## config.mk

```make
export PLATFORM = sky130hd
export DESIGN_NAME = kmp_stream_matcher_top
export DESIGN_NICKNAME = d
export VERILOG_FILES = /design/src/rtl/kmp_pkg.sv /design/src/rtl/kmp_cell.sv /design/src/rtl/kmp_stream_matcher_top.sv
export SDC_FILE = /design/constraint.sdc
export NUM_CORES = 1
export LEC_CHECK = 0
export ABC_AREA = 1
export BUFFER_PORTS_ARGS = -buffer_cell sky130_fd_sc_hd__buf_2
export CAP_MARGIN = 20
export CORE_ASPECT_RATIO = 2
export CORE_MARGIN = 2
export CORE_UTILIZATION = 40
export DETAILED_ROUTE_END_ITERATION = 6
export PLACE_DENSITY = 0.58
export SYNTH_ARGS = -nofsm -noshare
export SYNTH_HDL_FRONTEND = slang
export SYNTH_HIERARCHICAL = 1
export SYNTH_SLANG_ARGS = --single-unit
```

## constraint.sdc

```tcl
create_clock -name clk -period 6.6 [get_ports clk]
set_input_delay 0.66 -clock clk [delete_from_list [all_inputs] [get_ports clk]]
set_output_delay 0.66 -clock clk [all_outputs]
set_load 0.05 [all_outputs]
```

## src/rtl/kmp_pkg.sv

```systemverilog
// shared constants, types and codes for the streaming kmp matcher
`timescale 1ns / 1ps
`default_nettype none
package kmp_pkg;

  localparam int MAX_PATTERN   = 16;
  localparam int POSITION_BITS = 32;

  localparam int IDX_W = (MAX_PATTERN > 1) ? $clog2(MAX_PATTERN) : 1;
  localparam int CNT_W = $clog2(MAX_PATTERN + 1);
  localparam int POS_W = POSITION_BITS;

  localparam logic [1:0] CMD_START   = 2'd0;
  localparam logic [1:0] CMD_APPEND  = 2'd1;
  localparam logic [1:0] CMD_TEXT    = 2'd2;
  localparam logic [1:0] CMD_RESTART = 2'd3;

  localparam logic [1:0] STATUS_OK         = 2'd0;
  localparam logic [1:0] STATUS_DROPPED    = 2'd1;
  localparam logic [1:0] STATUS_NO_PATTERN = 2'd2;

  typedef struct packed {
    logic [1:0] command;
    logic [7:0] data_byte;
  } kmp_in_t;

  typedef struct packed {
    logic        match_found;
    logic [31:0] match_start;
    logic [1:0]  status;
  } kmp_out_t;

  // broadcast from the sequencer to every cell
  typedef struct packed {
    logic             wr_en;
    logic [IDX_W-1:0] wr_idx;
    logic [7:0]       wr_byte;
    logic [IDX_W-1:0] wr_link;
    logic [IDX_W-1:0] cmp_idx;
    logic [IDX_W-1:0] link_idx;
    logic [7:0]       probe_byte;
  } kmp_cell_ctl_t;

  // partial results passed from cell to cell
  typedef struct packed {
    logic             hit;
    logic [IDX_W-1:0] link;
  } kmp_chain_t;

endpackage
`default_nettype wire

```

## src/rtl/kmp_cell.sv

```systemverilog
// one pattern cell: stored byte, failure link and local compare
`timescale 1ns / 1ps
`default_nettype none
module kmp_cell (
  input  logic                      clk,
  input  logic [kmp_pkg::IDX_W-1:0] cell_index,
  input  kmp_pkg::kmp_cell_ctl_t    ctl,
  input  kmp_pkg::kmp_chain_t       chain_in,
  output kmp_pkg::kmp_chain_t       chain_out
);

  logic [7:0]                pat_byte;
  logic [kmp_pkg::IDX_W-1:0] link;

  always_ff @(posedge clk) begin
    if (ctl.wr_en && (ctl.wr_idx == cell_index)) begin
      pat_byte <= ctl.wr_byte;
      link     <= ctl.wr_link;
    end
  end

  always_comb begin
    chain_out.hit  = chain_in.hit |
                     ((ctl.cmp_idx == cell_index) && (pat_byte == ctl.probe_byte));
    chain_out.link = chain_in.link |
                     ((ctl.link_idx == cell_index) ? link : '0);
  end

endmodule
`default_nettype wire

```

## src/rtl/kmp_stream_matcher_top.sv

```systemverilog
// top level: sequencer, prefix walker and the row of pattern cells
//
// Streaming Knuth-Morris-Pratt matcher for patterns of up to MAX_PATTERN bytes. Start,
// restart, dropped-byte, no-pattern text and first-byte append items finish straight from
// idle. Other append and text items enter the walk, which follows failure links: every
// walk step is one pass of the prefix length through the row of pattern cells, which
// compares the byte and returns the link in the same cycle. A result is held in an output
// register, so the next item is accepted while a finished result waits to be taken.
`timescale 1ns / 1ps
`default_nettype none
module kmp_stream_matcher_top (
  input  logic              clk,
  input  logic              rst,
  input  logic              item_valid,
  output logic              item_ready,
  input  kmp_pkg::kmp_in_t  item,
  output logic              result_valid,
  input  logic              result_ready,
  output kmp_pkg::kmp_out_t result
);

  localparam int IDX_W = kmp_pkg::IDX_W;
  localparam int CNT_W = kmp_pkg::CNT_W;
  localparam int POS_W = kmp_pkg::POS_W;
  localparam int MAXP  = kmp_pkg::MAX_PATTERN;

  typedef enum logic [2:0] {
    S_IDLE = 3'b001,
    S_WALK = 3'b010,
    S_DONE = 3'b100
  } state_t;

  state_t             state, state_next;
  logic [CNT_W-1:0]   count, count_next;
  logic [IDX_W-1:0]   build_prefix, build_prefix_next;
  logic [IDX_W-1:0]   match_prefix, match_prefix_next;
  logic [IDX_W-1:0]   last_link, last_link_next;
  logic [POS_W-1:0]   pos, pos_next;
  logic [IDX_W-1:0]   walk_prefix, walk_prefix_next;
  logic [7:0]         walk_byte, walk_byte_next;
  logic               walk_text, walk_text_next;
  kmp_pkg::kmp_out_t  res, res_next;
  kmp_pkg::kmp_out_t  result_next;
  logic               result_valid_next;

  kmp_pkg::kmp_cell_ctl_t ctl;
  kmp_pkg::kmp_chain_t    chain [MAXP+1];

  logic             item_fire;
  logic             slot_free;
  logic             finish;
  kmp_pkg::kmp_out_t fin_res;
  logic [CNT_W-1:0] j_fin;
  logic [POS_W-1:0] start_full;
  logic             full;

  assign item_ready = (state == S_IDLE);
  assign item_fire  = item_valid && item_ready;
  assign slot_free  = !result_valid || result_ready;
  assign full       = (count == CNT_W'(MAXP));
  assign start_full = pos - POS_W'(count - CNT_W'(1));
  assign j_fin      = chain[MAXP].hit ? (CNT_W'(walk_prefix) + CNT_W'(1)) : '0;

  genvar gi;
  assign chain[0] = '0;
  generate
    for (gi = 0; gi < MAXP; gi++) begin : g_cell
      kmp_cell u_cell (
        .clk        (clk),
        .cell_index (IDX_W'(gi)),
        .ctl        (ctl),
        .chain_in   (chain[gi]),
        .chain_out  (chain[gi+1])
      );
    end
  endgenerate

  always_comb begin
    state_next        = state;
    count_next        = count;
    build_prefix_next = build_prefix;
    match_prefix_next = match_prefix;
    last_link_next    = last_link;
    pos_next          = pos;
    walk_prefix_next  = walk_prefix;
    walk_byte_next    = walk_byte;
    walk_text_next    = walk_text;
    res_next          = res;
    result_next       = result;
    result_valid_next = result_valid && !result_ready;
    finish            = 1'b0;
    fin_res           = '0;

    ctl            = '0;
    ctl.cmp_idx    = walk_prefix;
    ctl.link_idx   = walk_prefix - IDX_W'(1);
    ctl.probe_byte = walk_byte;
    ctl.wr_byte    = walk_byte;
    ctl.wr_link    = IDX_W'(j_fin);
    ctl.wr_idx     = IDX_W'(count);

    case (state)
      S_IDLE: begin
        if (item_fire) begin
          case (item.command)
            kmp_pkg::CMD_START: begin
              ctl.wr_en         = 1'b1;
              ctl.wr_idx        = '0;
              ctl.wr_byte       = item.data_byte;
              ctl.wr_link       = '0;
              count_next        = CNT_W'(1);
              build_prefix_next = '0;
              match_prefix_next = '0;
              last_link_next    = '0;
              pos_next          = '0;
              finish            = 1'b1;
            end
            kmp_pkg::CMD_APPEND: begin
              if (full) begin
                fin_res.status = kmp_pkg::STATUS_DROPPED;
                finish         = 1'b1;
              end else if (count == '0) begin
                ctl.wr_en         = 1'b1;
                ctl.wr_idx        = '0;
                ctl.wr_byte       = item.data_byte;
                ctl.wr_link       = '0;
                count_next        = CNT_W'(1);
                build_prefix_next = '0;
                last_link_next    = '0;
                finish            = 1'b1;
              end else begin
                walk_byte_next   = item.data_byte;
                walk_text_next   = 1'b0;
                walk_prefix_next = build_prefix;
                state_next       = S_WALK;
              end
            end
            kmp_pkg::CMD_TEXT: begin
              if (count == '0) begin
                fin_res.status = kmp_pkg::STATUS_NO_PATTERN;
                pos_next       = pos + POS_W'(1);
                finish         = 1'b1;
              end else begin
                walk_byte_next   = item.data_byte;
                walk_text_next   = 1'b1;
                walk_prefix_next = match_prefix;
                state_next       = S_WALK;
              end
            end
            default: begin
              match_prefix_next = '0;
              pos_next          = '0;
              finish            = 1'b1;
            end
          endcase
        end
      end
      S_WALK: begin
        if ((walk_prefix == '0) || chain[MAXP].hit) begin
          finish = 1'b1;
          if (walk_text) begin
            pos_next = pos + POS_W'(1);
            if (j_fin == count) begin
              fin_res.match_found = 1'b1;
              fin_res.match_start = 32'(start_full);
              match_prefix_next   = last_link;
            end else begin
              match_prefix_next = IDX_W'(j_fin);
            end
          end else begin
            ctl.wr_en         = 1'b1;
            build_prefix_next = IDX_W'(j_fin);
            last_link_next    = IDX_W'(j_fin);
            count_next        = count + CNT_W'(1);
          end
        end else begin
          walk_prefix_next = chain[MAXP].link;
        end
      end
      S_DONE: begin
        if (slot_free) begin
          result_next       = res;
          result_valid_next = 1'b1;
          state_next        = S_IDLE;
        end
      end
      default: begin
        state_next = S_IDLE;
      end
    endcase

    if (finish) begin
      if (slot_free) begin
        result_next       = fin_res;
        result_valid_next = 1'b1;
        state_next        = S_IDLE;
      end else begin
        res_next   = fin_res;
        state_next = S_DONE;
      end
    end
  end

  always_ff @(posedge clk) begin
    if (rst) begin
      state        <= S_IDLE;
      count        <= '0;
      build_prefix <= '0;
      match_prefix <= '0;
      last_link    <= '0;
      pos          <= '0;
      result_valid <= 1'b0;
    end else begin
      state        <= state_next;
      count        <= count_next;
      build_prefix <= build_prefix_next;
      match_prefix <= match_prefix_next;
      last_link    <= last_link_next;
      pos          <= pos_next;
      result_valid <= result_valid_next;
    end
  end

  always_ff @(posedge clk) begin
    walk_prefix <= walk_prefix_next;
    walk_byte   <= walk_byte_next;
    walk_text   <= walk_text_next;
    res         <= res_next;
    result      <= result_next;
  end

`ifndef SYNTH
  a_walk_has_pattern: assert property (@(posedge clk) disable iff (rst)
    (state == S_WALK) |-> (count != '0))
    else $error("walk started with empty pattern");

  a_walk_below_count: assert property (@(posedge clk) disable iff (rst)
    (state == S_WALK) |-> (CNT_W'(walk_prefix) < count))
    else $error("walk prefix out of pattern");

  a_match_below_count: assert property (@(posedge clk) disable iff (rst)
    (count != '0) |-> (CNT_W'(match_prefix) < count))
    else $error("match prefix not below pattern length");

  a_build_below_count: assert property (@(posedge clk) disable iff (rst)
    (count != '0) |-> (CNT_W'(build_prefix) < count))
    else $error("build prefix not below pattern length");

  a_match_status_ok: assert property (@(posedge clk) disable iff (rst)
    (result_valid && result.match_found) |-> (result.status == kmp_pkg::STATUS_OK))
    else $error("match reported with error status");
`endif

endmodule
`default_nettype wire

```

## After elaboration in Yosys (flattened, before gate mapping)

Index checks and enable logic that the tools add are counted.

| word-level totals | value |
|---|---|
| flip-flop bits (word level) | 324 |
| bits in latches | 0 |
| memory bits (writable) | 0 |
| memory bits (read-only) | 0 |
| input bits | 14 |
| output and inout bits | 37 |
| logic and storage cells | 324 |
| memories kept | 0 |

| operators by class | value |
|---|---|
| add/subtract/negate cells | 6 |
| multiply operators | 0 |
| divide/modulo/power cells | 0 |
| magnitude comparators | 0 |
| eq/ne operators | 90 |
| shift operators | 0 |
| mux-type cells | 96 |
| bitwise logic cells | 31 |
| reductions and logical operators | 54 |

Operators with widths:

| cell | count |
|---|---|
| $mux 35 | 4 |
| $mux 33 | 4 |
| $eq 8x8->1 | 16 |
| $mux 32 | 4 |
| $pmux 32 s2 | 2 |
| $mux 4 | 31 |
| $eq 4x4->1 const B | 24 |
| $or 4x4->4 | 15 |
| $mux 17 | 3 |
| $eq 4x3->1 const B | 12 |
| $pmux 4 s2 | 5 |
| $logic_and 1x1->1 | 34 |
| $pmux 17 s2 | 1 |
| $add 32x1->32 const B | 1 |
| $sub 32x32->32 | 1 |
| $mux 5 | 6 |
| $eq 4x2->1 const B | 6 |
| $ne 2x2->1 const B | 10 |
| $pmux 5 s2 | 2 |
| $mux 3 | 6 |
| $ne 3x3->1 const B | 6 |
| $mux 16 | 1 |
| $mux 8 | 2 |
| $pmux 8 s2 | 1 |
| other kinds (36) | 80 |

## Logic depth before layout (Yosys ltp)

| depth | value |
|---|---|
| depth in word-level cells | 25 |
| mapped depth | 50 |
| depth with buffers taken out | 50 |

## Hierarchy

Netlist, hierarchy kept.

Modules (own cells, without submodules):

| module | times used | cells each | area each (um^2) | seq. area each (um^2) |
|---|---|---|---|---|
| kmp_cell | 16 | 91 | 739.5 | 360.3 |
| kmp_stream_matcher_top | 1 | 1382 | 9197.6 | 3123.0 |

## Least setup slack after synthesis

No wires, ideal clock.

| path | value |
|---|---|
| path type | register to register |
| from | register walk_prefix[0] |
| to | register walk_prefix[0] (data pin) |
| library setup time | 0.274 ns |
| arrival | 5.428 ns |
| required time | 6.326 ns |
| setup slack | 0.898 ns |
| stages on the path, launching flop included | 25 |
| buffers on the path | 0 |
| period minus slack after synthesis | 5.702 ns |
| path through | edfxtp_1 inv_1 ha_1 xor2_1 xor2_1 nor2_1 nand2_1 o21bai_1 o21bai_1 o21bai_1 o21bai_1 o21bai_1 o21bai_1 o21bai_1 o21bai_1 o21bai_1 o21bai_1 o21bai_1 o21bai_1 o21bai_1 o21bai_1 o21bai_1 o21bai_1 nor2_1 a31oi_1 |

RTL lines:

| element | line | text |
|---|---|---|
| start, declared | kmp_stream_matcher_top.sv:39 | `logic [IDX_W-1:0] walk_prefix, walk_prefix_next;` |
| start signal, assigned | kmp_stream_matcher_top.sv:225 | `walk_prefix <= walk_prefix_next;` |

==> qor.yml <==
timing:
  finalSetupViolations: 0
  relSlewSlack_pct: 30.2
  final_hold_viol_count: 0
  worst_slack_ps: 1100
  skew_ps: 27.8
  maxSlewViolCount: 0
  fmax_mhz: 182
  fin_crit_sh_pct: 83.4
  rsz0062_at_grt: "false"
  final.min_clock_period_ps: 5500
  fin_setup_tns_ps: 0
  worstMarginPinSlew_ps: 1050
synth:
  syn_inst: 2838
  synthArstFlopShare_pct: 0
  yosysMostFrequentCell: "nand2_1"
  synthTopCellsByCount: "974 x nand2_1, 556 x inv_1, 240 x edfxtp_1, 233 x nor2_1, 113 x nand3_1"
  ys_types: 49
  yosys.area.top_type: "edfxtp_1"
  ys_top_cells_by_area: "edfxtp_1 34%, nand2_1 17%, inv_1 9.9%, dfxtp_1 8.0%, nor2_1 4.2%"
  synth_edf_count: 240
  netlist.area_leader.share_pct: 34.3
  seq_area_frac_synth_pct: 42.3
  synthFlopType: "edfxtp_1"
  yosysWarnings: 6
  syn-cell-area_sq_um: 21000
  synth.avg_cell_area_sq_um: 7.41
  ys_seq_elements: 324
routing:
  postRouteAntennaNets: 0
  drc: 0
  vias: 17900
  dr.pass1.iters: 5
  vias_per_cell: 4.63
  drtIter0Drc: 674
  wl_per_cell_um: 16.5
  routed_wl_um: 63800
min_path:
  hold_class: "in -> reg"
placed_design:
  dp_hpwl_um: 51300
  finalWeightedCongestion: 0.962
  dpl.cell_count: 3815
  io_buffers: 50
  pre_cts_ws_ps: 1150
floorplan:
  die_h_um: 328
  core_sq_um: 51800
  die_w_um: 166
  rows: 118
  start_util_pct: 40.6
  ios: 51
  die-area_sq_um: 54500
final_layout:
  drive_gt1_share_pct: 6.82
  area_delta_synth_final_pct: 15.0
  fin_util_pct: 46.7
  num_antenna_cells: 0
  fill_cells: 5180
  fin_cells: 3869
  nNetsFinal: 3246
setup_path:
  endpoint_kind: "flip-flop"
  path_class: "reg -> reg"
  crit_arrival_ps: 5780
  max_stage_delay_ps: 740
  worstPathMaxFanout: 16
  crit_path_frequent_cell: "nand2_1"
  start_kind: "flip-flop"
  slowest_stage: "edfxtp_1"
  cp_data_required_time_ps: 6880
global_routing:
  gr-total-overflow: 0
  grt_pass1_vias: 17900
  grt_pass1_wl_um: 97400
  antenna_found_initial: 4
  grt_max_degree: 63
  track_usage_pct: 23.4
clocking:
  cts_htree_levels: 1
  clock-root-buffer: "clkbuf_16"
  cts_buffer_depth: 3
  worstSkewPairLatency_ps: 600
  clock_sinks: 324
  numCtsBuffers: 29
  cts_tree: "yes"
  cts_hold_buf: 0
  cts-resized-gates: 0
  path_clk_slew_ps: 70
  cts_setup_buffers: 0
power_and_ir_drop:
  p_total_uw: 5180
  p_per_area_nw_per_um2: 214
  vdd_drop_max_uv: 251
  p_leak_uw: 0.0117
job:
  maxCapViolCount: 0
status:
  status: "complete, no violations"
==> through the flow <==
step / hold WS [ps] / area (sq um)
2_1_floorplan: 444 / 21900
3_3_place_gp: 459 / 23200
3_5_place_dp: 457 / 23200
4_1_cts: 280 / 24200
5_1_grt: 295 / 24200
6_report: 305 / 24200
==> registers in the layout (all words and copies together), names as in the netlist <==
| register | flops |
|---|---|
| result | 35 |
| g_cell.u_cell/pat_byte | 128 |
| walk_text | 1 |
| count | 5 |
| g_cell.u_cell/link | 64 |
| match_prefix | 4 |
| walk_byte | 8 |
| last_link | 4 |
| res | 35 |
| state | 3 |
| result_valid | 1 |
| pos | 32 |
| walk_prefix | 4 |
==> layout by cell type, fill, tap and decap left out, drive strengths merged, types with 52 or more instances in the layout <==
cell	n
buf	99
edfxtp	240
dfxtp	84
nor2	248
o21ai	52
a21oi	62
conb	245
xor2	88
o21bai	82
nand3	118
inv	567
nand2	985
xnor2	90
==> layout make-up <==
type	count	area, sq um	share of cell area (%)
inverter	564	2120	8.77
sequential	324	8890	36.7
multi-input combinational	2168	10800	44.6
timing repair buffer	99	618	2.56
tap	660	826	3.41
clock buffer	38	779	3.22
clock inverter	16	158	0.652
==> power by group <==
| part | total [uW] | internal (uW) | switching, uW |
|---|---|---|---|
| registers | 2330 | 2280 | 48.0 |
| clock network | 1710 | 921 | 789 |
| logic | 1140 | 338 | 805 |
==> critical path: cells and delay by family, from the launching register on <==
family | cells | cell delay [ps]
simple gates | 26 | 2390
buf+inv | 20 | 1580
flops | 1 | 740
compound gates | 3 | 470
==> final timing paths <==
path,startpoint,slack [ps],cells after the start,to
setup / recovery,walk_byte[2],1100,49,g_cell[0].u_cell/pat_byte[1]
hold / removal,item[1],310,1,walk_byte[1]
setup reg to reg,walk_byte[2],1100,49,g_cell[0].u_cell/pat_byte[1]
hold reg to reg,match_prefix[0],470,2,match_prefix[0]
==> kinds of logic after synthesis <==
| logic type | Yosys count | synth area share [%] |
|---|---|---|
| xor+xnor | 178 | 7.41 |
| other cells | 2 | 0.0357 |
| mux | 12 | 0.571 |
| simple gates | 1453 | 28.9 |
| buf+inv | 589 | 10.9 |
| flops | 324 | 42.3 |
| compound gates | 234 | 7.06 |
| fa+ha+maj | 46 | 2.77 |
==> layer usage <==
metal  share of wire [%]  GRT usage (%)
met1                  30           18.0
met2                  57           49.6
met3                 3.0           2.84
met4                 9.4           18.9
met5               0.080              0
Note: power is estimated with default switching activity, not from simulation.
